$ cat src/epms_pkg.sv
// Shared types, codes and constants of the ECU power-mode sequencer.
package epms_pkg;

  localparam int QUEUE_DEPTH_DEF = 4;

  localparam logic [15:0] MACHINE_DELAY       = 16'd10;
  localparam logic [15:0] RESET_MIN_DELAY_DEF = 16'd10;
  localparam logic [31:0] COAST_TIME_DEF      = 32'd60000;

  typedef enum logic [2:0] {
    OP_TICK        = 3'd0,
    OP_POST        = 3'd1,
    OP_ARM_RESET   = 3'd2,
    OP_ARM_BOOT    = 3'd3,
    OP_ARM_TESTER  = 3'd4,
    OP_FORCE_MODE  = 3'd5
  } op_t;

  typedef enum logic [2:0] {
    MODE_OFF     = 3'd0,
    MODE_QUIET   = 3'd1,
    MODE_FULL    = 3'd2,
    MODE_WAKE    = 3'd3,
    MODE_MONITOR = 3'd4
  } mode_t;

  localparam logic [2:0] MODE_MAX = 3'd4;

  localparam logic [3:0] EV_NONE          = 4'd0;
  localparam logic [3:0] EV_IGN_ON        = 4'd1;
  localparam logic [3:0] EV_IGN_OFF       = 4'd2;
  localparam logic [3:0] EV_COMM_TIMEOUT  = 4'd3;
  localparam logic [3:0] EV_STOP          = 4'd4;
  localparam logic [3:0] EV_DRIVE         = 4'd5;
  localparam logic [3:0] EV_COAST_TIMEOUT = 4'd6;
  localparam logic [3:0] EV_CAN_WAKE      = 4'd7;
  localparam logic [3:0] EV_DEEPSTOP      = 4'd8;
  localparam logic [3:0] EV_SHUTDOWN      = 4'd9;

  localparam logic [2:0] ACT_NONE     = 3'd0;
  localparam logic [2:0] ACT_SLEEP    = 3'd1;
  localparam logic [2:0] ACT_SHUTDOWN = 3'd2;
  localparam logic [2:0] ACT_RESET    = 3'd3;
  localparam logic [2:0] ACT_BOOT     = 3'd4;
  localparam logic [2:0] ACT_TESTER   = 3'd5;

  localparam logic [1:0] RST_PLAIN  = 2'd0;
  localparam logic [1:0] RST_BOOT   = 2'd1;
  localparam logic [1:0] RST_TESTER = 2'd2;

  localparam logic TARGET_OFF   = 1'b0;
  localparam logic TARGET_SLEEP = 1'b1;

  localparam logic [6:0] COMM_TX_START   = 7'h01;
  localparam logic [6:0] COMM_TX_STOP    = 7'h02;
  localparam logic [6:0] COMM_ALL_STOP   = 7'h04;
  localparam logic [6:0] COMM_TO_START   = 7'h08;
  localparam logic [6:0] COMM_TO_STOP    = 7'h10;
  localparam logic [6:0] COMM_FULL       = 7'h20;
  localparam logic [6:0] COMM_NO_STANDBY = 7'h40;

  localparam logic [1:0] COAST_NONE  = 2'd0;
  localparam logic [1:0] COAST_START = 2'd1;
  localparam logic [1:0] COAST_STOP  = 2'd2;
  localparam logic [1:0] COAST_OVER  = 2'd3;

  localparam logic [1:0] IGN_NONE  = 2'd0;
  localparam logic [1:0] IGN_START = 2'd1;
  localparam logic [1:0] IGN_END   = 2'd2;

  localparam logic [1:0] DIAG_NONE  = 2'd0;
  localparam logic [1:0] DIAG_START = 2'd1;
  localparam logic [1:0] DIAG_STOP  = 2'd2;

  localparam logic [1:0] STAND_NONE    = 2'd0;
  localparam logic [1:0] STAND_FORWARD = 2'd1;
  localparam logic [1:0] STAND_START   = 2'd2;
  localparam logic [1:0] STAND_STOP    = 2'd3;

  localparam logic [1:0] REG_RESET_MIN_DELAY = 2'd0;
  localparam logic [1:0] REG_COAST_TIME      = 2'd1;
  localparam logic [1:0] REG_NO_STANDSTILL   = 2'd2;

  typedef struct packed {
    logic [6:0] comm;
    logic [1:0] coast;
    logic [1:0] ign;
    logic [1:0] diag;
    logic [1:0] stand;
    logic       load_shutdown;
    logic       load_sleep;
    logic       coast_load;
    logic       coast_clear;
  } cmd_t;

endpackage

$ cat src/epms_queue.sv
// Event FIFO: push (post or coast expiry) then pop on a tick, same cycle.
module epms_queue import epms_pkg::*; #(
  parameter int DEPTH = QUEUE_DEPTH_DEF
) (
  input  logic       clk,
  input  logic       rst,
  input  logic       push_en,
  input  logic [3:0] push_code,
  input  logic       pop_en,
  output logic [3:0] front,
  output logic       dropped
);

  localparam int FW = $clog2(DEPTH + 1);

  logic [3:0]    entries      [DEPTH];
  logic [3:0]    entries_next [DEPTH];
  logic [3:0]    entries_p    [DEPTH];
  logic [FW-1:0] fill;
  logic [FW-1:0] fill_next;
  logic [FW-1:0] fill_p;
  logic          push_ok;

  always_comb begin
    push_ok = push_en && (fill != FW'(DEPTH));
    dropped = push_en && (fill == FW'(DEPTH));
    for (int i = 0; i < DEPTH; i++) begin
      entries_p[i] = (push_ok && fill == FW'(i)) ? push_code : entries[i];
    end
    fill_p = fill + FW'(push_ok);
    front  = (fill_p != '0) ? entries_p[0] : EV_NONE;
    entries_next = entries_p;
    fill_next    = fill_p;
    if (pop_en && fill_p != '0) begin
      for (int i = 0; i < DEPTH - 1; i++) begin
        entries_next[i] = entries_p[i + 1];
      end
      entries_next[DEPTH-1] = EV_NONE;
      fill_next = fill_p - 1'b1;
    end
  end

  always_ff @(posedge clk) begin
    if (rst) begin
      fill <= '0;
    end else begin
      fill <= fill_next;
    end
    entries <= entries_next;
  end

`ifndef SYNTH
  a_fill_bound: assert property (@(posedge clk) disable iff (rst)
    fill <= FW'(DEPTH)) else $error("queue fill above depth");
  a_drop_full: assert property (@(posedge clk) disable iff (rst)
    dropped |=> fill == FW'(DEPTH) || $past(pop_en))
    else $error("drop with free queue slot");
  a_pop_shrinks: assert property (@(posedge clk) disable iff (rst)
    pop_en && !push_en && fill != '0 |=> fill == $past(fill) - 1'b1)
    else $error("pop did not shrink queue");
`endif

endmodule

$ cat src/epms_timers.sv
// Power-down countdowns, coast timer and last target / reset-type registers.
module epms_timers import epms_pkg::*; (
  input  logic        clk,
  input  logic        rst,
  input  logic        en,
  input  logic [2:0]  op,
  input  logic [15:0] timeout,
  input  logic [15:0] reset_min_delay,
  input  logic [31:0] coast_time,
  input  cmd_t        cmd,
  output logic [2:0]  action,
  output logic        coast_expire,
  output logic        target_now,
  output logic [1:0]  rtype_now
);

  logic [15:0] shutdown_count, shutdown_count_next;
  logic [15:0] sleep_count, sleep_count_next;
  logic [15:0] reset_count, reset_count_next;
  logic [15:0] boot_count, boot_count_next;
  logic [15:0] tester_count, tester_count_next;
  logic [31:0] coast_count, coast_count_next;
  logic        target_reg, target_reg_next;
  logic [1:0]  reset_type_reg, reset_type_reg_next;
  logic [15:0] arm;
  logic [15:0] shutdown_dec;
  logic [15:0] sleep_dec;
  logic [31:0] coast_dec;

  always_comb begin
    shutdown_dec        = shutdown_count;
    sleep_dec           = sleep_count;
    reset_count_next    = reset_count;
    boot_count_next     = boot_count;
    tester_count_next   = tester_count;
    coast_dec           = coast_count;
    target_reg_next     = target_reg;
    reset_type_reg_next = reset_type_reg;
    action              = ACT_NONE;
    coast_expire        = 1'b0;
    arm = (timeout < reset_min_delay) ? reset_min_delay : timeout;
    if (en) begin
      unique case (op)
        OP_ARM_RESET:  reset_count_next  = arm;
        OP_ARM_BOOT:   boot_count_next   = arm;
        OP_ARM_TESTER: tester_count_next = arm;
        OP_TICK: begin
          if (shutdown_count != '0) begin
            shutdown_dec = shutdown_count - 1'b1;
            if (shutdown_count == 16'd1) begin
              action = ACT_SHUTDOWN;
              target_reg_next = TARGET_OFF;
            end
          end else if (sleep_count != '0) begin
            sleep_dec = sleep_count - 1'b1;
            if (sleep_count == 16'd1) begin
              action = ACT_SLEEP;
              target_reg_next = TARGET_SLEEP;
            end
          end else if (reset_count != '0) begin
            reset_count_next = reset_count - 1'b1;
            if (reset_count == 16'd1) begin
              action = ACT_RESET;
              reset_type_reg_next = RST_PLAIN;
            end
          end else if (boot_count != '0) begin
            boot_count_next = boot_count - 1'b1;
            if (boot_count == 16'd1) begin
              action = ACT_BOOT;
              reset_type_reg_next = RST_BOOT;
            end
          end else if (tester_count != '0) begin
            tester_count_next = tester_count - 1'b1;
            if (tester_count == 16'd1) begin
              action = ACT_TESTER;
              reset_type_reg_next = RST_TESTER;
            end
          end else if (coast_count != '0) begin
            coast_dec = coast_count - 1'b1;
            coast_expire = (coast_count == 32'd1);
          end
        end
        default: ;
      endcase
    end
  end

  // mode machine loads override the tick decrement
  always_comb begin
    shutdown_count_next = cmd.load_shutdown ? MACHINE_DELAY : shutdown_dec;
    sleep_count_next    = cmd.load_sleep ? MACHINE_DELAY : sleep_dec;
    coast_count_next    = coast_dec;
    if (cmd.coast_load)  coast_count_next = coast_time;
    if (cmd.coast_clear) coast_count_next = '0;
  end

  assign target_now = target_reg_next;
  assign rtype_now  = reset_type_reg_next;

  always_ff @(posedge clk) begin
    if (rst) begin
      shutdown_count <= '0;
      sleep_count    <= '0;
      reset_count    <= '0;
      boot_count     <= '0;
      tester_count   <= '0;
      coast_count    <= '0;
      target_reg     <= TARGET_OFF;
      reset_type_reg <= RST_PLAIN;
    end else begin
      shutdown_count <= shutdown_count_next;
      sleep_count    <= sleep_count_next;
      reset_count    <= reset_count_next;
      boot_count     <= boot_count_next;
      tester_count   <= tester_count_next;
      coast_count    <= coast_count_next;
      target_reg     <= target_reg_next;
      reset_type_reg <= reset_type_reg_next;
    end
  end

`ifndef SYNTH
  a_one_action: assert property (@(posedge clk) disable iff (rst)
    action != ACT_NONE |-> !coast_expire) else $error("two expiries in one tick");
  a_type_legal: assert property (@(posedge clk) disable iff (rst)
    reset_type_reg != 2'd3) else $error("illegal reset type");
  a_action_tick: assert property (@(posedge clk) disable iff (rst)
    action != ACT_NONE |-> en && op == OP_TICK) else $error("action off tick");
`endif

endmodule

$ cat src/epms_mode_fsm.sv
// Off/quiet/full/wake/monitor mode machine and its command flags.
module epms_mode_fsm import epms_pkg::*; (
  input  logic       clk,
  input  logic       rst,
  input  logic       en,
  input  logic [2:0] op,
  input  logic [2:0] new_mode,
  input  logic [3:0] event_code,
  input  logic       no_standstill,
  output logic [2:0] mode_now,
  output cmd_t       cmd
);

  mode_t mode_reg, mode_reg_next;
  logic  tick;

  assign tick = en && (op == OP_TICK);

  always_comb begin
    mode_reg_next = mode_reg;
    if (en && op == OP_FORCE_MODE && new_mode <= MODE_MAX) begin
      mode_reg_next = mode_t'(new_mode);
    end else if (tick) begin
      unique case (mode_reg)
        MODE_QUIET: begin
          if (event_code == EV_IGN_ON) mode_reg_next = MODE_FULL;
          else if (event_code == EV_COMM_TIMEOUT)
            mode_reg_next = no_standstill ? MODE_OFF : MODE_MONITOR;
        end
        MODE_FULL: begin
          if (event_code == EV_IGN_OFF || event_code == EV_COMM_TIMEOUT)
            mode_reg_next = MODE_QUIET;
        end
        MODE_WAKE, MODE_MONITOR: begin
          if (event_code == EV_CAN_WAKE) mode_reg_next = MODE_QUIET;
          else if (event_code == EV_DEEPSTOP || event_code == EV_SHUTDOWN)
            mode_reg_next = MODE_OFF;
        end
        default: ;
      endcase
    end
  end

  always_comb begin
    cmd = '0;
    if (tick) begin
      unique case (mode_reg)
        MODE_QUIET: begin
          if (event_code == EV_IGN_ON) begin
            cmd.comm  = COMM_TX_START | COMM_TO_START;
            cmd.diag  = DIAG_START;
            cmd.ign   = IGN_START;
            cmd.stand = no_standstill ? STAND_NONE : STAND_FORWARD;
          end else if (event_code == EV_COMM_TIMEOUT) begin
            if (no_standstill) begin
              cmd.comm = COMM_TO_STOP | COMM_ALL_STOP;
              cmd.load_shutdown = 1'b1;
            end else begin
              cmd.comm  = COMM_TO_STOP;
              cmd.stand = STAND_START;
            end
          end else if (event_code == EV_COAST_TIMEOUT) begin
            cmd.coast = COAST_OVER;
          end
        end
        MODE_FULL: begin
          if (event_code == EV_IGN_OFF) begin
            cmd.comm = COMM_TX_STOP;
            cmd.ign  = IGN_END;
            cmd.diag = DIAG_STOP;
          end else if (event_code == EV_COMM_TIMEOUT) begin
            cmd.coast = COAST_OVER;
            cmd.comm  = COMM_TX_STOP | COMM_TO_START;
            cmd.ign   = IGN_END;
            cmd.diag  = DIAG_STOP;
          end else if (event_code == EV_STOP) begin
            cmd.coast_load = 1'b1;
            cmd.coast      = COAST_START;
          end else if (event_code == EV_DRIVE) begin
            cmd.coast_clear = 1'b1;
            cmd.coast       = COAST_STOP;
          end else if (event_code == EV_COAST_TIMEOUT) begin
            cmd.coast = COAST_OVER;
          end
        end
        MODE_WAKE: begin
          if (event_code == EV_CAN_WAKE) begin
            cmd.stand = STAND_STOP;
            cmd.comm  = COMM_FULL | COMM_TO_START;
          end else if (event_code == EV_DEEPSTOP) begin
            cmd.comm = COMM_ALL_STOP;
            cmd.load_sleep = 1'b1;
          end else if (event_code == EV_SHUTDOWN) begin
            cmd.comm = COMM_ALL_STOP;
            cmd.load_shutdown = 1'b1;
          end
        end
        MODE_MONITOR: begin
          if (event_code == EV_CAN_WAKE) begin
            cmd.stand = STAND_STOP;
            cmd.comm  = COMM_TO_START;
          end else if (event_code == EV_DEEPSTOP) begin
            cmd.comm = COMM_NO_STANDBY | COMM_ALL_STOP;
            cmd.load_sleep = 1'b1;
          end else if (event_code == EV_SHUTDOWN) begin
            cmd.comm = COMM_ALL_STOP;
            cmd.load_shutdown = 1'b1;
          end else if (event_code == EV_COAST_TIMEOUT) begin
            cmd.coast = COAST_OVER;
          end
        end
        default: ;
      endcase
    end
  end

  assign mode_now = mode_reg_next;

  always_ff @(posedge clk) begin
    if (rst) begin
      mode_reg <= MODE_OFF;
    end else begin
      mode_reg <= mode_reg_next;
    end
  end

`ifndef SYNTH
  a_off_quiet: assert property (@(posedge clk) disable iff (rst)
    tick && mode_reg == MODE_OFF |-> cmd == '0) else $error("command in off mode");
  a_load_off: assert property (@(posedge clk) disable iff (rst)
    cmd.load_shutdown || cmd.load_sleep |=> mode_reg == MODE_OFF)
    else $error("countdown load without off mode");
  a_hold: assert property (@(posedge clk) disable iff (rst)
    !en |=> $stable(mode_reg)) else $error("mode changed while idle");
`endif

endmodule

$ cat src/ecu_power_mode_sequencer_top.sv
// Top level of the ECU power-mode sequencer: handshake, registers, result stage.
//
//  channel  dir  handshake          payload
//  s_*      in   s_tvalid/s_tready  s_tuser opcode, s_tdata event/timeout/mode
//  m_*      out  m_tvalid/m_tready  m_tdata result status
//  apb      in   psel/penable       paddr, pwdata, prdata (three registers)
//
// One item per cycle while m_tready allows; input register, then result register.
// Each item is applied to the state in the cycle it leaves the input register.
// Reset is synchronous; no clearing pass.
// With m_tready low the result holds, one more item waits in the input register,
// then s_tready drops.
module ecu_power_mode_sequencer_top import epms_pkg::*; #(
  parameter int QUEUE_DEPTH = QUEUE_DEPTH_DEF
) (
  input  logic        clk,
  input  logic        rst,
  input  logic        s_tvalid,
  output logic        s_tready,
  input  logic [23:0] s_tdata,  // event_code[3:0], timeout[19:4], new_mode[22:20]
  input  logic [2:0]  s_tuser,  // opcode[2:0]
  output logic        m_tvalid,
  input  logic        m_tready,
  // mode_now[2:0], power_action[5:3], shutdown_target[6], reset_kind[8:7],
  // comm_actions[15:9], coast_signal[17:16], ignition_cycle[19:18],
  // diag_monitoring[21:20], standstill_action[23:22], comm_tick[24],
  // event_dropped[25]
  output logic [31:0] m_tdata,
  input  logic        psel,
  input  logic        penable,
  input  logic        pwrite,
  input  logic [3:0]  paddr,
  input  logic [31:0] pwdata,
  output logic [31:0] prdata,
  output logic        pready
);

  logic        in_valid;
  logic [2:0]  opcode;
  logic [3:0]  event_code;
  logic [15:0] timeout;
  logic [2:0]  new_mode;
  logic        advance;

  logic [15:0] reset_min_delay;
  logic [31:0] coast_time;
  logic        no_standstill_mode;

  logic [2:0]  action;
  logic        coast_expire;
  logic        target_now;
  logic [1:0]  rtype_now;
  logic [2:0]  mode_now;
  cmd_t        cmd;
  logic [3:0]  front;
  logic        dropped;
  logic        is_tick;
  logic        post;
  logic [31:0] result_next;

  assign advance  = in_valid && (!m_tvalid || m_tready);
  assign s_tready = !in_valid || advance;
  assign is_tick  = advance && (opcode == OP_TICK);
  assign post     = advance && (opcode == OP_POST) && (event_code != EV_NONE);

  always_ff @(posedge clk) begin
    if (rst) begin
      in_valid <= 1'b0;
    end else if (s_tready) begin
      in_valid <= s_tvalid;
    end
    if (s_tvalid && s_tready) begin
      opcode     <= s_tuser;
      event_code <= s_tdata[3:0];
      timeout    <= s_tdata[19:4];
      new_mode   <= s_tdata[22:20];
    end
  end

  assign pready = 1'b1;

  always_ff @(posedge clk) begin
    if (rst) begin
      reset_min_delay    <= RESET_MIN_DELAY_DEF;
      coast_time         <= COAST_TIME_DEF;
      no_standstill_mode <= 1'b0;
    end else if (psel && penable && pwrite) begin
      unique case (paddr[3:2])
        REG_RESET_MIN_DELAY: reset_min_delay    <= pwdata[15:0];
        REG_COAST_TIME:      coast_time         <= pwdata;
        REG_NO_STANDSTILL:   no_standstill_mode <= pwdata[0];
        default: ;
      endcase
    end
  end

  always_comb begin
    unique case (paddr[3:2])
      REG_RESET_MIN_DELAY: prdata = {16'd0, reset_min_delay};
      REG_COAST_TIME:      prdata = coast_time;
      REG_NO_STANDSTILL:   prdata = {31'd0, no_standstill_mode};
      default:             prdata = '0;
    endcase
  end

  epms_timers u_timers (
    .clk             (clk),
    .rst             (rst),
    .en              (advance),
    .op              (opcode),
    .timeout         (timeout),
    .reset_min_delay (reset_min_delay),
    .coast_time      (coast_time),
    .cmd             (cmd),
    .action          (action),
    .coast_expire    (coast_expire),
    .target_now      (target_now),
    .rtype_now       (rtype_now)
  );

  epms_queue #(.DEPTH(QUEUE_DEPTH)) u_queue (
    .clk       (clk),
    .rst       (rst),
    .push_en   (post || coast_expire),
    .push_code (post ? event_code : EV_COAST_TIMEOUT),
    .pop_en    (is_tick),
    .front     (front),
    .dropped   (dropped)
  );

  epms_mode_fsm u_fsm (
    .clk           (clk),
    .rst           (rst),
    .en            (advance),
    .op            (opcode),
    .new_mode      (new_mode),
    .event_code    (front),
    .no_standstill (no_standstill_mode),
    .mode_now      (mode_now),
    .cmd           (cmd)
  );

  assign result_next = {6'd0, dropped, is_tick, cmd.stand, cmd.diag, cmd.ign,
                        cmd.coast, cmd.comm, rtype_now, target_now, action, mode_now};

  always_ff @(posedge clk) begin
    if (rst) begin
      m_tvalid <= 1'b0;
    end else if (advance) begin
      m_tvalid <= 1'b1;
    end else if (m_tready) begin
      m_tvalid <= 1'b0;
    end
    if (advance) begin
      m_tdata <= result_next;
    end
  end

`ifndef SYNTH
  a_advance_out: assert property (@(posedge clk) disable iff (rst)
    advance |=> m_tvalid) else $error("result lost");
  a_action_tick: assert property (@(posedge clk) disable iff (rst)
    m_tvalid && m_tdata[5:3] != ACT_NONE |-> m_tdata[24])
    else $error("power action without tick");
  a_ready_empty: assert property (@(posedge clk) disable iff (rst)
    !in_valid |-> s_tready) else $error("ready low with empty input stage");
  a_hold_input: assert property (@(posedge clk) disable iff (rst)
    in_valid && !advance |=> in_valid && $stable(opcode) && $stable(timeout))
    else $error("waiting item changed");
`endif

endmodule

$ cat config.mk
export PLATFORM = sky130hd
export DESIGN_NAME = ecu_power_mode_sequencer_top
export DESIGN_NICKNAME = d
export VERILOG_FILES = /design/src/epms_pkg.sv /design/src/epms_queue.sv /design/src/epms_timers.sv /design/src/epms_mode_fsm.sv /design/src/ecu_power_mode_sequencer_top.sv
export SDC_FILE = /design/constraint.sdc
export NUM_CORES = 1
export LEC_CHECK = 0
export ABC_CLOCK_PERIOD_IN_PS = 5400
export BUFFER_PORTS_ARGS = -buffer_cell sky130_fd_sc_hd__buf_4
export CORE_UTILIZATION = 45
export CTS_CLUSTER_DIAMETER = 50
export DETAILED_ROUTE_END_ITERATION = 8
export MAX_ROUTING_LAYER = met4
export RECOVER_POWER = 50
export SETUP_SLACK_MARGIN = 0.4
export SYNTH_ARGS = -nofsm -noshare
export SYNTH_HDL_FRONTEND = slang
export SYNTH_SLANG_ARGS = --single-unit
$ cat constraint.sdc
create_clock -name clk -period 5.4 [get_ports clk]
set_clock_uncertainty 0.2 [all_clocks]
set_input_delay 0.54 -clock clk [delete_from_list [all_inputs] [get_ports clk]]
set_output_delay 0.54 -clock clk [all_outputs]
set_load 0.03 [all_outputs]
# Yosys cells after proc, flatten, opt, wreduce, memory -nomap -nowiden
# Index checks and enable logic that the tools add are counted.
totals:
  ff_bits: 240
  latchBits: 0
  ram_bits: 0
  mem_bits_ro: 0
  in_bits: 70
  output_inout_bits: 67
  word_cells: 279
  n_memories: 0
op_classes:
  n_addsub: 8
  mul: 0
  div: 0
  n_lt_le_gt_ge: 2
  eq_ne: 44
  n_shift: 0
  n_mux: 134
  bitwise_logic: 1
  reduce_logical: 62
ops:
  columns: ["op", "n"]
  rows:
  - ["32-bit two-way mux", 9]
  - ["16-bit two-way mux", 14]
  - ["16-bit case mux with 2 select lines", 3]
  - ["32-bit case mux with 3 select lines", 1]
  - ["16-bit by 1-bit equality test with 1-bit output, second input constant", 5]
  - ["16-bit nonzero test", 5]
  - ["16-bit by 1-bit subtractor with 16-bit output, second input constant", 5]
  - ["4-bit two-way mux", 19]
  - ["3-bit two-way mux", 20]
  - ["2-bit two-way mux", 29]
  - ["7-bit two-way mux", 6]
  - ["32-bit by 1-bit equality test with 1-bit output, second input constant", 1]
  - ["32-bit nonzero test", 1]
  - ["32-bit by 1-bit subtractor with 32-bit output, second input constant", 1]
  - ["7-bit case mux with 4 select lines", 1]
  - ["1-bit two-way mux", 27]
  - ["2-bit nonzero test", 13]
  - ["3-bit by 2-bit equality test with 1-bit output, second input constant", 6]
  - ["2-bit != test, second input constant", 9]
  - ["4-bit by 3-bit equality test with 1-bit output, second input constant", 4]
  - ["1-bit logical AND", 16]
  - ["16-bit < comparator", 1]
  - ["3-bit equality test, second input constant", 4]
  - ["3-bit by 1-bit equality test with 1-bit output, second input constant", 3]
  - ["other kinds (30)", 48]

# Logic depth before layout (Yosys ltp)
# Gate-level depths: netlist (run 1).
logic_depth:
  depth_word: 23
  ltp_mapped: 21
  mapped_depth_nobuf: 19

# Cells and area by module
# Synthesis (run 1) repeated with hierarchy kept, for this count alone.
hier_totals:
  hier_cells: 1494
  hier_area_um2: 13228.9
modules_own_cells:
  columns: ["mod", "instances", "cells_each", "area_per_inst_um2", "seq_area_each_um2"]
  rows:
  - ["epms_timers", 1, 920, 7110.6, 2302.2]
  - ["ecu_power_mode_sequencer_top", 1, 349, 4300.4, 2582.5]
  - ["epms_queue", 1, 111, 1078.5, 380.4]
  - ["epms_mode_fsm", 1, 114, 739.5, 60.1]

# Worst setup path before layout (run 1)
# No wires, ideal clock.
synth_path:
  path_type: "register -> register"
  start: "register u_timers.sleep_count[0]"
  end: "register m_tdata[22], data pin"
  arrival_ns: 4.475
  required_time_ns: 5.054
  setup_slack_ns: 0.579
  stages_incl_launch_ff: 20
  path_buffers: 1
  cell_sequence: "dfxtp_1 -> inv_1 -> ha_1 -> or4b_2 -> nor4_4 -> and3_1 -> buf_6 -> nand4_4 -> and2_2 -> a21oi_1 -> ha_1 -> ha_1 -> inv_1 -> ha_1 -> ha_1 -> or2_2 -> a31oi_4 -> or4b_4 -> or3_1 -> a21oi_1"
synth_via:
  elab_chain_cells: 14
synth_lines:
  columns: ["item", "line", "text"]
  rows:
  - ["start, declared", "epms_timers.sv:18", "logic [15:0] sleep_count, sleep_count_next;"]
  - ["start signal, assigned", "epms_timers.sv:112", "sleep_count <= sleep_count_next;"]
  - ["16-bit nonzero test (*)", "epms_timers.sv:54", "end else if (sleep_count != '0) begin"]
  - ["1-bit two-way mux (*)", "epms_timers.sv:54", null]
  - ["1-bit two-way mux (*)", "epms_timers.sv:48", "if (shutdown_count != '0) begin"]
  - ["1-bit two-way mux (*)", "epms_timers.sv:43", "unique case (op)"]
  - ["1-bit two-way mux (*)", "epms_timers.sv:42", "if (en) begin"]
  - ["1-bit logical OR (*)", "ecu_power_mode_sequencer_top.sv:124", ".push_en (post || coast_expire),"]
  - ["1-bit logical AND (*)", "epms_queue.sv:25", "push_ok = push_en && (fill != FW'(DEPTH));"]
  - ["3-bit by 1-bit adder with 3-bit output or 1-bit logical AND (tied branches)", "epms_queue.sv:30, epms_queue.sv:28", null]
  - ["3-bit nonzero test or 4-bit two-way mux (tied branches)", "epms_queue.sv:31, epms_queue.sv:28", null]
  - ["4-bit two-way mux (*)", "epms_queue.sv:31", "front = (fill_p != '0) ? entries_p[0] : EV_NONE;"]
  - ["4-bit by 2-bit equality test with 1-bit output", "epms_mode_fsm.sv:54", "end else if (event_code == EV_COMM_TIMEOUT) begin"]
  - ["3-bit two-way mux", "epms_mode_fsm.sv:54", null]
  - ["2-bit two-way mux", "epms_mode_fsm.sv:49", "if (event_code == EV_IGN_ON) begin"]
  - ["3-bit case mux with 2 select lines (*)", "epms_mode_fsm.sv:47", "unique case (mode_reg)"]
  - ["end signal, assigned", "ecu_power_mode_sequencer_top.sv:155", "m_tdata <= result_next;"]
  - ["end, declared", "ecu_power_mode_sequencer_top.sv:28", "output logic [31:0] m_tdata,"]
# Every way passes the cells marked *; elsewhere a longest branch is shown, timed or not.
# A chain may end at the register's enable or synchronous reset.

# Worst setup path in the final report (run 1)
layout_path:
  start: "register u_timers.sleep_count[0]"
  end: "register u_fsm.mode_reg[1]"
layout_via:
  elab_chain_cells: 17
layout_lines:
  columns: ["item", "line", "text"]
  rows:
  - ["16-bit nonzero test (*)", "epms_timers.sv:54", null]
  - ["1-bit two-way mux (*)", "epms_timers.sv:54", null]
  - ["1-bit two-way mux (*)", "epms_timers.sv:48", null]
  - ["1-bit two-way mux (*)", "epms_timers.sv:43", null]
  - ["1-bit two-way mux (*)", "epms_timers.sv:42", null]
  - ["1-bit logical OR (*)", "ecu_power_mode_sequencer_top.sv:124", null]
  - ["1-bit logical AND (*)", "epms_queue.sv:25", null]
  - ["3-bit by 1-bit adder with 3-bit output or 1-bit logical AND (tied branches)", "epms_queue.sv:30, epms_queue.sv:28", null]
  - ["[2 not listed]", null, null]
  - ["4-bit equality test", "epms_mode_fsm.sv:36", "else if (event_code == EV_DEEPSTOP || event_code == EV_SHUTDOWN)"]
  - ["1-bit logical OR", "epms_mode_fsm.sv:36", null]
  - ["3-bit two-way mux", "epms_mode_fsm.sv:36", null]
  - ["3-bit two-way mux", "epms_mode_fsm.sv:35", "if (event_code == EV_CAN_WAKE) mode_reg_next = MODE_QUIET;"]
  - ["3-bit case mux with 3 select lines (*)", "epms_mode_fsm.sv:24", "unique case (mode_reg)"]
  - ["3-bit two-way mux (*)", "epms_mode_fsm.sv:23", "end else if (tick) begin"]
  - ["3-bit two-way mux (*)", "epms_mode_fsm.sv:21", "if (en && op == OP_FORCE_MODE && new_mode <= MODE_MAX) begin"]
  - ["via mode_now[1]", "ecu_power_mode_sequencer_top.sv:53", "logic [2:0] mode_now;"]
  - ["end signal, assigned", "epms_mode_fsm.sv:123", "mode_reg <= mode_reg_next;"]
  - ["end, declared", "epms_mode_fsm.sv:14", "mode_t mode_reg, mode_reg_next;"]
# Mark *: on every way through the listed nets, which the timed path passes. The rest lies on a longest branch.

==> impl_metrics.json, run 1 <==
{
  "outcome": "finished, violations left",
  "violations": "capacitance limit, slew limit",
  "async_flop_share": 0,
  "core_area_sq_um": 26950,
  "synth_xor_area_frac": 0.04242,
  "clockPowerShare": 0.489,
  "track_usage": 0.2386,
  "place_inst": 1893,
  "place_area_sq_um": 13690,
  "synth.avg_cell_area_sq_um": 8.432,
  "tightest_slew_ps": 2531,
  "reg.largest.list": "coast_time (32), u_timers.coast_count (32), m_tdata (24)",
  "rows": 60,
  "layout_setup_ws_ps": 506.4,
  "cp_common_cell": "ha_1",
  "synth_flop_cell": "dfxtp_1",
  "synth-simple-area-share": 0.2560,
  "die_x_um": 167.9,
  "r2r_end": "u_fsm.mode_reg[1]",
  "clkLatencyLatePin_ps": 500,
  "cap_violations": 4,
  "clk_pin_slew_ps": 60,
  "synthMuxAreaShare": 0.04222,
  "worstSetupPathType": "flop to flop",
  "critPathCaptureType": "flop",
  "vias": 10857,
  "relSlewSlack": -0.6873,
  "root_buffer": "clkbuf_16",
  "final_area_sq_um": 14720,
  "clock-sinks": 238,
  "reg2reg_from": "u_timers.sleep_count[0]",
  "leakage_nw": 5.611,
  "die-area_sq_um": 28190,
  "r2r_setup_slack_ps": 510,
  "viasPerCell": 5.548,
  "drive_gt1_frac": 0.1293,
  "instances_no_fill": 1957,
  "gp_congestion": 0.9030,
  "fp.dieH_um": 167.9,
  "n_antenna_cell": 0,
  "synth_area_sq_um": 12390,
  "synth_cell_types": 82,
  "p_int_w": 0.003518,
  "fin_crit_sh": 0.9062,
  "synth-edff-count": 50,
  "initial_core_util": 0.4596,
  "drt-wirelength-per-cell_um": 16.76,
  "cp_top_family": "simple AND/OR/NAND/NOR gates",
  "synth_top_family_by_area": "simple AND/OR/NAND/NOR gates",
  "worstPathArrival_ps": 5010,
  "fillers": 2562,
  "worst-path-stages": 20,
  "synthToLayoutAreaGrowth_pct": 18.86,
  "rsz0062_at_grt": "false",
  "first_pass_iters": 5,
  "drc": 0,
  "htree_levels": 2,
  "cp-endpoint": "u_fsm.mode_reg[1]",
  "setup_viol": 0,
  "port_buffers": 126,
  "cp-startpoint": "u_timers.sleep_count[0]",
  "netlist_instances": 1469,
  "crit_fanout": 6,
  "r2r_cells": 20,
  "finalCriticalPeriod_ps": 4894,
  "crit_slowest_cell": "or4b_4",
  "crit_required_ps": 5520,
  "max-vdd-ir-drop_mv": 0.2368,
  "powerDensity_nw_per_um2": 318.5,
  "ys_seq_area_frac": 0.4251,
  "critPathBufInv": 4,
  "grt_pass1_vias": 10208,
  "io_pins": 137,
  "p_sw_frac": 0.2498,
  "synth_compound_area_frac": 0.1572,
  "fin_nets": 1694,
  "place_ws_ps": 507.4,
  "clock_path_buffers": 3,
  "antenna_found_initial": 0,
  "drv_slew": 150,
  "synth-seq-cells": 238,
  "pwr-share-seq": 0.406,
  "max_freq_mhz": 204.3,
  "cts_tree": "done",
  "final_common_cell": "nor2_1",
  "drtIter0Drc": 746,
  "yosys_warnings": 0,
  "cts_buffers": 34,
  "path_cells": "inv_1, ha_4, or4b_4, nor4_1, and3_4, nand4_4, and2_4, a21oi_1, ha_1, ha_1, inv_1, ha_1, ha_1, buf_4, inv_1, o2111ai_1, or2_1, a221o_1, a311o_2, nor2b_1",
  "synthAdderAreaFrac": 0.03434,
  "critPathMaxStageDelay_ps": 460,
  "grt_pass1_wl_mm": 52.95,
  "hold_viol_final": 0,
  "hp-class": "input pin to flop",
  "combPwrFrac": 0.104,
  "postRouteAntennaNets": 0,
  "fin_setup_tns_ps": 0,
  "wirelength_mm": 32.81,
  "grt_max_degree": 58,
  "final_cell_mix": "211 x nor2_1, 188 x dfxtp_1, 165 x nand2_1, 109 x a21oi_1, 81 x buf_4",
  "hpwl_mm": 23.18,
  "startpoint_type": "flop",
  "overflow": 0,
  "p_switching_w": 0.001172
}
## power by group through the flow
stage | Clock, W | Sequential [W] | Combinational [W]
floorplan | 0 | 0.00194 | 0.000328
global placement | 0 | 0.00194 | 0.000492
detailed placement | 0 | 0.00194 | 0.000494
CTS | 0.00234 | 0.00190 | 0.000498
global route | 0.00243 | 0.00191 | 0.000538
finish | 0.00229 | 0.00191 | 0.000489
## cell type report
| class | count | area (sq um) | share of cell area |
|---|---|---|---|
| well taps | 341 | 426.7 | 0.02898 |
| clock inverters | 18 | 209.0 | 0.01419 |
| flip-flops and latches | 238 | 5265 | 0.3576 |
| repair buffers | 158 | 992.2 | 0.06739 |
| clock buffers | 44 | 982.2 | 0.06671 |
| multi-input cells | 1112 | 6675 | 0.4534 |
| inverters | 46 | 172.7 | 0.01173 |
## synth_stat cells (34+ instances only)
| library cell | count | share of area |
|---|---|---|
| mux2i_1 | 50 | 0.040 |
| dfxtp_1 | 188 | 0.30 |
| nand2_1 | 166 | 0.050 |
| xnor2_1 | 37 | 0.026 |
| inv_1 | 46 | 0.014 |
| ha_1 | 34 | 0.034 |
| nor3_1 | 68 | 0.027 |
| o21ai_0 | 70 | 0.028 |
| edfxtp_1 | 50 | 0.12 |
| a21oi_1 | 111 | 0.045 |
| clkbuf_1 | 54 | 0.016 |
| nor2_1 | 211 | 0.064 |
## how the worst min path moves through the flow
stage / slack [ps] / start / to / cells past startpoint
final: 40 / s_tdata[9] / timeout[5] / 1
after global placement: 250 / u_timers.sleep_count[7] / u_timers.sleep_count[7] / 2
after global routing: 30 / s_tdata[0] / event_code[0] / 1
after detailed placement: 260 / u_timers.sleep_count[7] / u_timers.sleep_count[7] / 2
after CTS: 3 / s_tdata[16] / timeout[12] / 1
after floorplan: 240 / u_timers.sleep_count[7] / u_timers.sleep_count[7] / 2
## worst reg2reg max path: cells and delay by family, from the launching register on
kind	cells	cell delay, ps
AO/OA/AOI/OAI	4	960
adder cells (fa/ha/maj)	5	870
AND/OR/NAND/NOR	7	1920
flip-flops	1	340
buffers and inverters	4	450
## layer usage
metal | vias up | track usage | wire, um
met5 | - | - | 0
met4 | 0 | 0.07419 | 758
met3 | 52 | 0.02891 | 1684
met2 | 295 | 0.3674 | 14980
met1 | 5046 | 0.3267 | 15380
li1 | 5464 | - | -
## per-stage QoR
step	utilization	power, W	hold WS (ps)
final	0.5463	0.004689	40.33
after global routing	0.5463	0.004883	25.12
after CTS	0.5521	0.004746	2.635
after detailed placement	0.5079	0.002436	257.7
after global placement	0.5079	0.002433	249.2
after floorplan	-	0.002272	241.8
## cells by family after synthesis
group | count (synthesis)
fa+ha+maj | 34
mux | 52
other cells | 2
buf+inv | 124
flops | 238
compound gates | 313
xor+xnor | 60
simple gates | 646
## repair_timing
action	in CTS	in global routing
hold buffers	0	0
setup endpoints to repair	0	64
buffers inserted	0	2
resized for setup	0	13
Power figures use the tool's default switching activity.
==> inputs of run 2 (changes only) <==
Settings changed: ABC_CLOCK_PERIOD_IN_PS 5400 to 4070, CORE_ASPECT_RATIO set to 1.2, PLACE_DENSITY set to 0.66.
Clock period 5.4 ns to 4.07 ns, I/O delays scaled along.
==> run 2 against run 1 <==
Effect of this change:
- the flow finishes with violations (capacitance limit, slew limit, setup timing)
- register-to-register slack got worse by 660 ps
- final cell count rose by 8.9%
- critical path depth shrank 4
- non-clock buffer count increased by 186
- wire length rose by 14%
- combinational power increased by 73%
- global-route usage increased by 3.0 points
- flip-flop and latch count did not move
- fmax increased by 16%
- via count up 11%
- die area hardly changed
- largest cell class unchanged
- highest routed layer unchanged
==> impl_metrics.json, run 2 (synthesis gave the netlist of run 1 again) <==
{
  "startpoint_type": "flop",
  "fin_setup_tns_ps": -2458,
  "min_from": "paddr[3]",
  "max_freq_mhz": 237.0,
  "reg.largest.list": "coast_time (32), u_timers.coast_count (32), m_tdata (24)",
  "drv_slew": 33,
  "drive_gt1_frac": 0.2561,
  "root_buffer": "clkbuf_16",
  "place_ws_ps": -310.1,
  "violations": "capacitance limit, slew limit, setup timing",
  "final_cell_mix": "224 x buf_4, 187 x dfxtp_1, 177 x nor2_1, 163 x nand2_1, 107 x a21oi_1",
  "track_usage": 0.2684,
  "crit_required_ps": 4270,
  "cts_buffers": 28,
  "fillers": 2226,
  "die_x_um": 153.5,
  "drc": 0,
  "first_pass_iters": 7,
  "n_antenna_cell": 0,
  "final_common_cell": "buf_4",
  "gp_congestion": 0.9524,
  "overflow": 0,
  "viasPerCell": 5.638,
  "layout_setup_ws_ps": -149.9,
  "fin_crit_sh": 1.037,
  "antenna_found_initial": 0,
  "hp-class": "input pin to flop",
  "rsz0062_at_grt": "true",
  "leakage_nw": 6.740,
  "port_buffers": 126,
  "finalCriticalPeriod_ps": 4220,
  "rows": 66,
  "core_area_sq_um": 27090,
  "wirelength_mm": 37.39,
  "initial_core_util": 0.4573,
  "cap_violations": 1,
  "clkLatencyLatePin_ps": 550,
  "grt_pass1_wl_mm": 59.51,
  "cp-startpoint": "u_timers.sleep_count[9]",
  "grt_pass1_vias": 11766,
  "drt-wirelength-per-cell_um": 17.54,
  "die-area_sq_um": 28200,
  "htree_levels": 1,
  "cts_tree": "done",
  "postRouteAntennaNets": 0,
  "outcome": "finished, violations left",
  "relSlewSlack": -0.02830,
  "fp.dieH_um": 183.7,
  "post-route-util": 0.6301,
  "tightest_slew_ps": 1542,
  "place_inst": 1997,
  "worstPathArrival_ps": 4420,
  "hpwl_mm": 24.12,
  "critPathCaptureType": "flop",
  "place_area_sq_um": 14620,
  "powerDensity_nw_per_um2": 339.3,
  "fin_nets": 1874,
  "worstSetupPathType": "flop to flop",
  "drtIter0Drc": 779,
  "clock_path_buffers": 3,
  "grt_max_degree": 60,
  "io_pins": 137,
  "vias": 12020,
  "hold_viol_final": 0,
  "max-vdd-ir-drop_mv": 0.2888,
  "clk_pin_slew_ps": 60,
  "instances_no_fill": 2132,
  "setup_viol": 26,
  "reg2reg_from": "u_timers.sleep_count[9]",
  "synthToLayoutAreaGrowth_pct": 37.78,
  "crit_fanout": 4,
  "final_area_sq_um": 17070,
  "clock-sinks": 238
}
-- run 2: changes by cell type in the layout (fill, tap and decap cells not counted), moves of 10 or more --
| cell | change |
|---|---|
| buf_4 | +143 |
| dlygate4sd3_1 | +59 |
| clkbuf_1 | -45 |
| nor2_1 | -34 |
| a211oi_1 | -24 |
| a211oi_2 | +24 |
| nor2_4 | +23 |
| buf_6 | +11 |
| nor2_2 | +11 |
| buf_16 | +10 |
-- run 2: final timing paths --
| kind | endpoint | slack [ps] | depth (start not counted) |
|---|---|---|---|
| worst min-delay path | no_standstill_mode | 80 | 3 |
| worst max register to register | m_tdata[23] | -150 | 16 |
| worst min register to register | u_timers.sleep_count[7] | 260 | 2 |
| worst max-delay path | m_tdata[23] | -150 | 16 |
-- run 2: repair_timing --
| item | CTS | global route |
|---|---|---|
| cloned | 10 | 1 |
| setup endpoints to repair | 95 | 99 |
| buffers inserted | 11 | 2 |
| pin swaps | 24 | 18 |
| resized for setup | 107 | 40 |
| hold buffers | 59 | 0 |
| endpoints found under the hold margin | 76 | 0 |
-- run 2: cell type report --
cell class,instances,area (sq um),share of cell area
Tap cell,340,425.4,0.02493
Timing Repair Buffer,344,3050,0.1787
Inverter,46,172.7,0.01012
Clock buffer,41,832.0,0.04875
Clock inverter,11,66.31,0.003886
Sequential cell,238,5266,0.3086
Multi-Input combinational cell,1112,7253,0.4250
-- run 2: routing by layer --
layer	up-vias	global-route usage	wire length, um
li1	5829	-	-
met5	-	-	0
met1	5665	0.3199	15320
met4	0	0.09720	1202
met3	87	0.02829	2337
met2	439	0.4696	18530
-- run 2: stage by stage --
stage,hold WS (ps),power (W)
3_5_place_dp,263.7,0.003298
6_report,81.32,0.005790
3_3_place_gp,256.7,0.003292
2_1_floorplan,241.8,0.003027
5_1_grt,87.94,0.005999
4_1_cts,64.39,0.005792
-- run 2: power by group --
group | switching [W] | internal [W] | total (W)
clock | 0.00100 | 0.00142 | 0.00242
sequential | 0.0000526 | 0.00247 | 0.00253
combinational | 0.000496 | 0.000348 | 0.000844
total | 0.00155 | 0.00424 | 0.00579
-- run 2: critical path, stage by stage (launching register included) --
cell and delay, ps:
dfxtp_2 310, or4_4 550, nor4_4 320, and3_4 260, nand4_4 80, and2_4 150, a21oi_2 110, ha_2 210
ha_4 140, inv_2 40, ha_4 150, ha_4 150, or2_4 230, a31oi_4 150, or4b_4 510, or3_1 380
a21oi_2 130
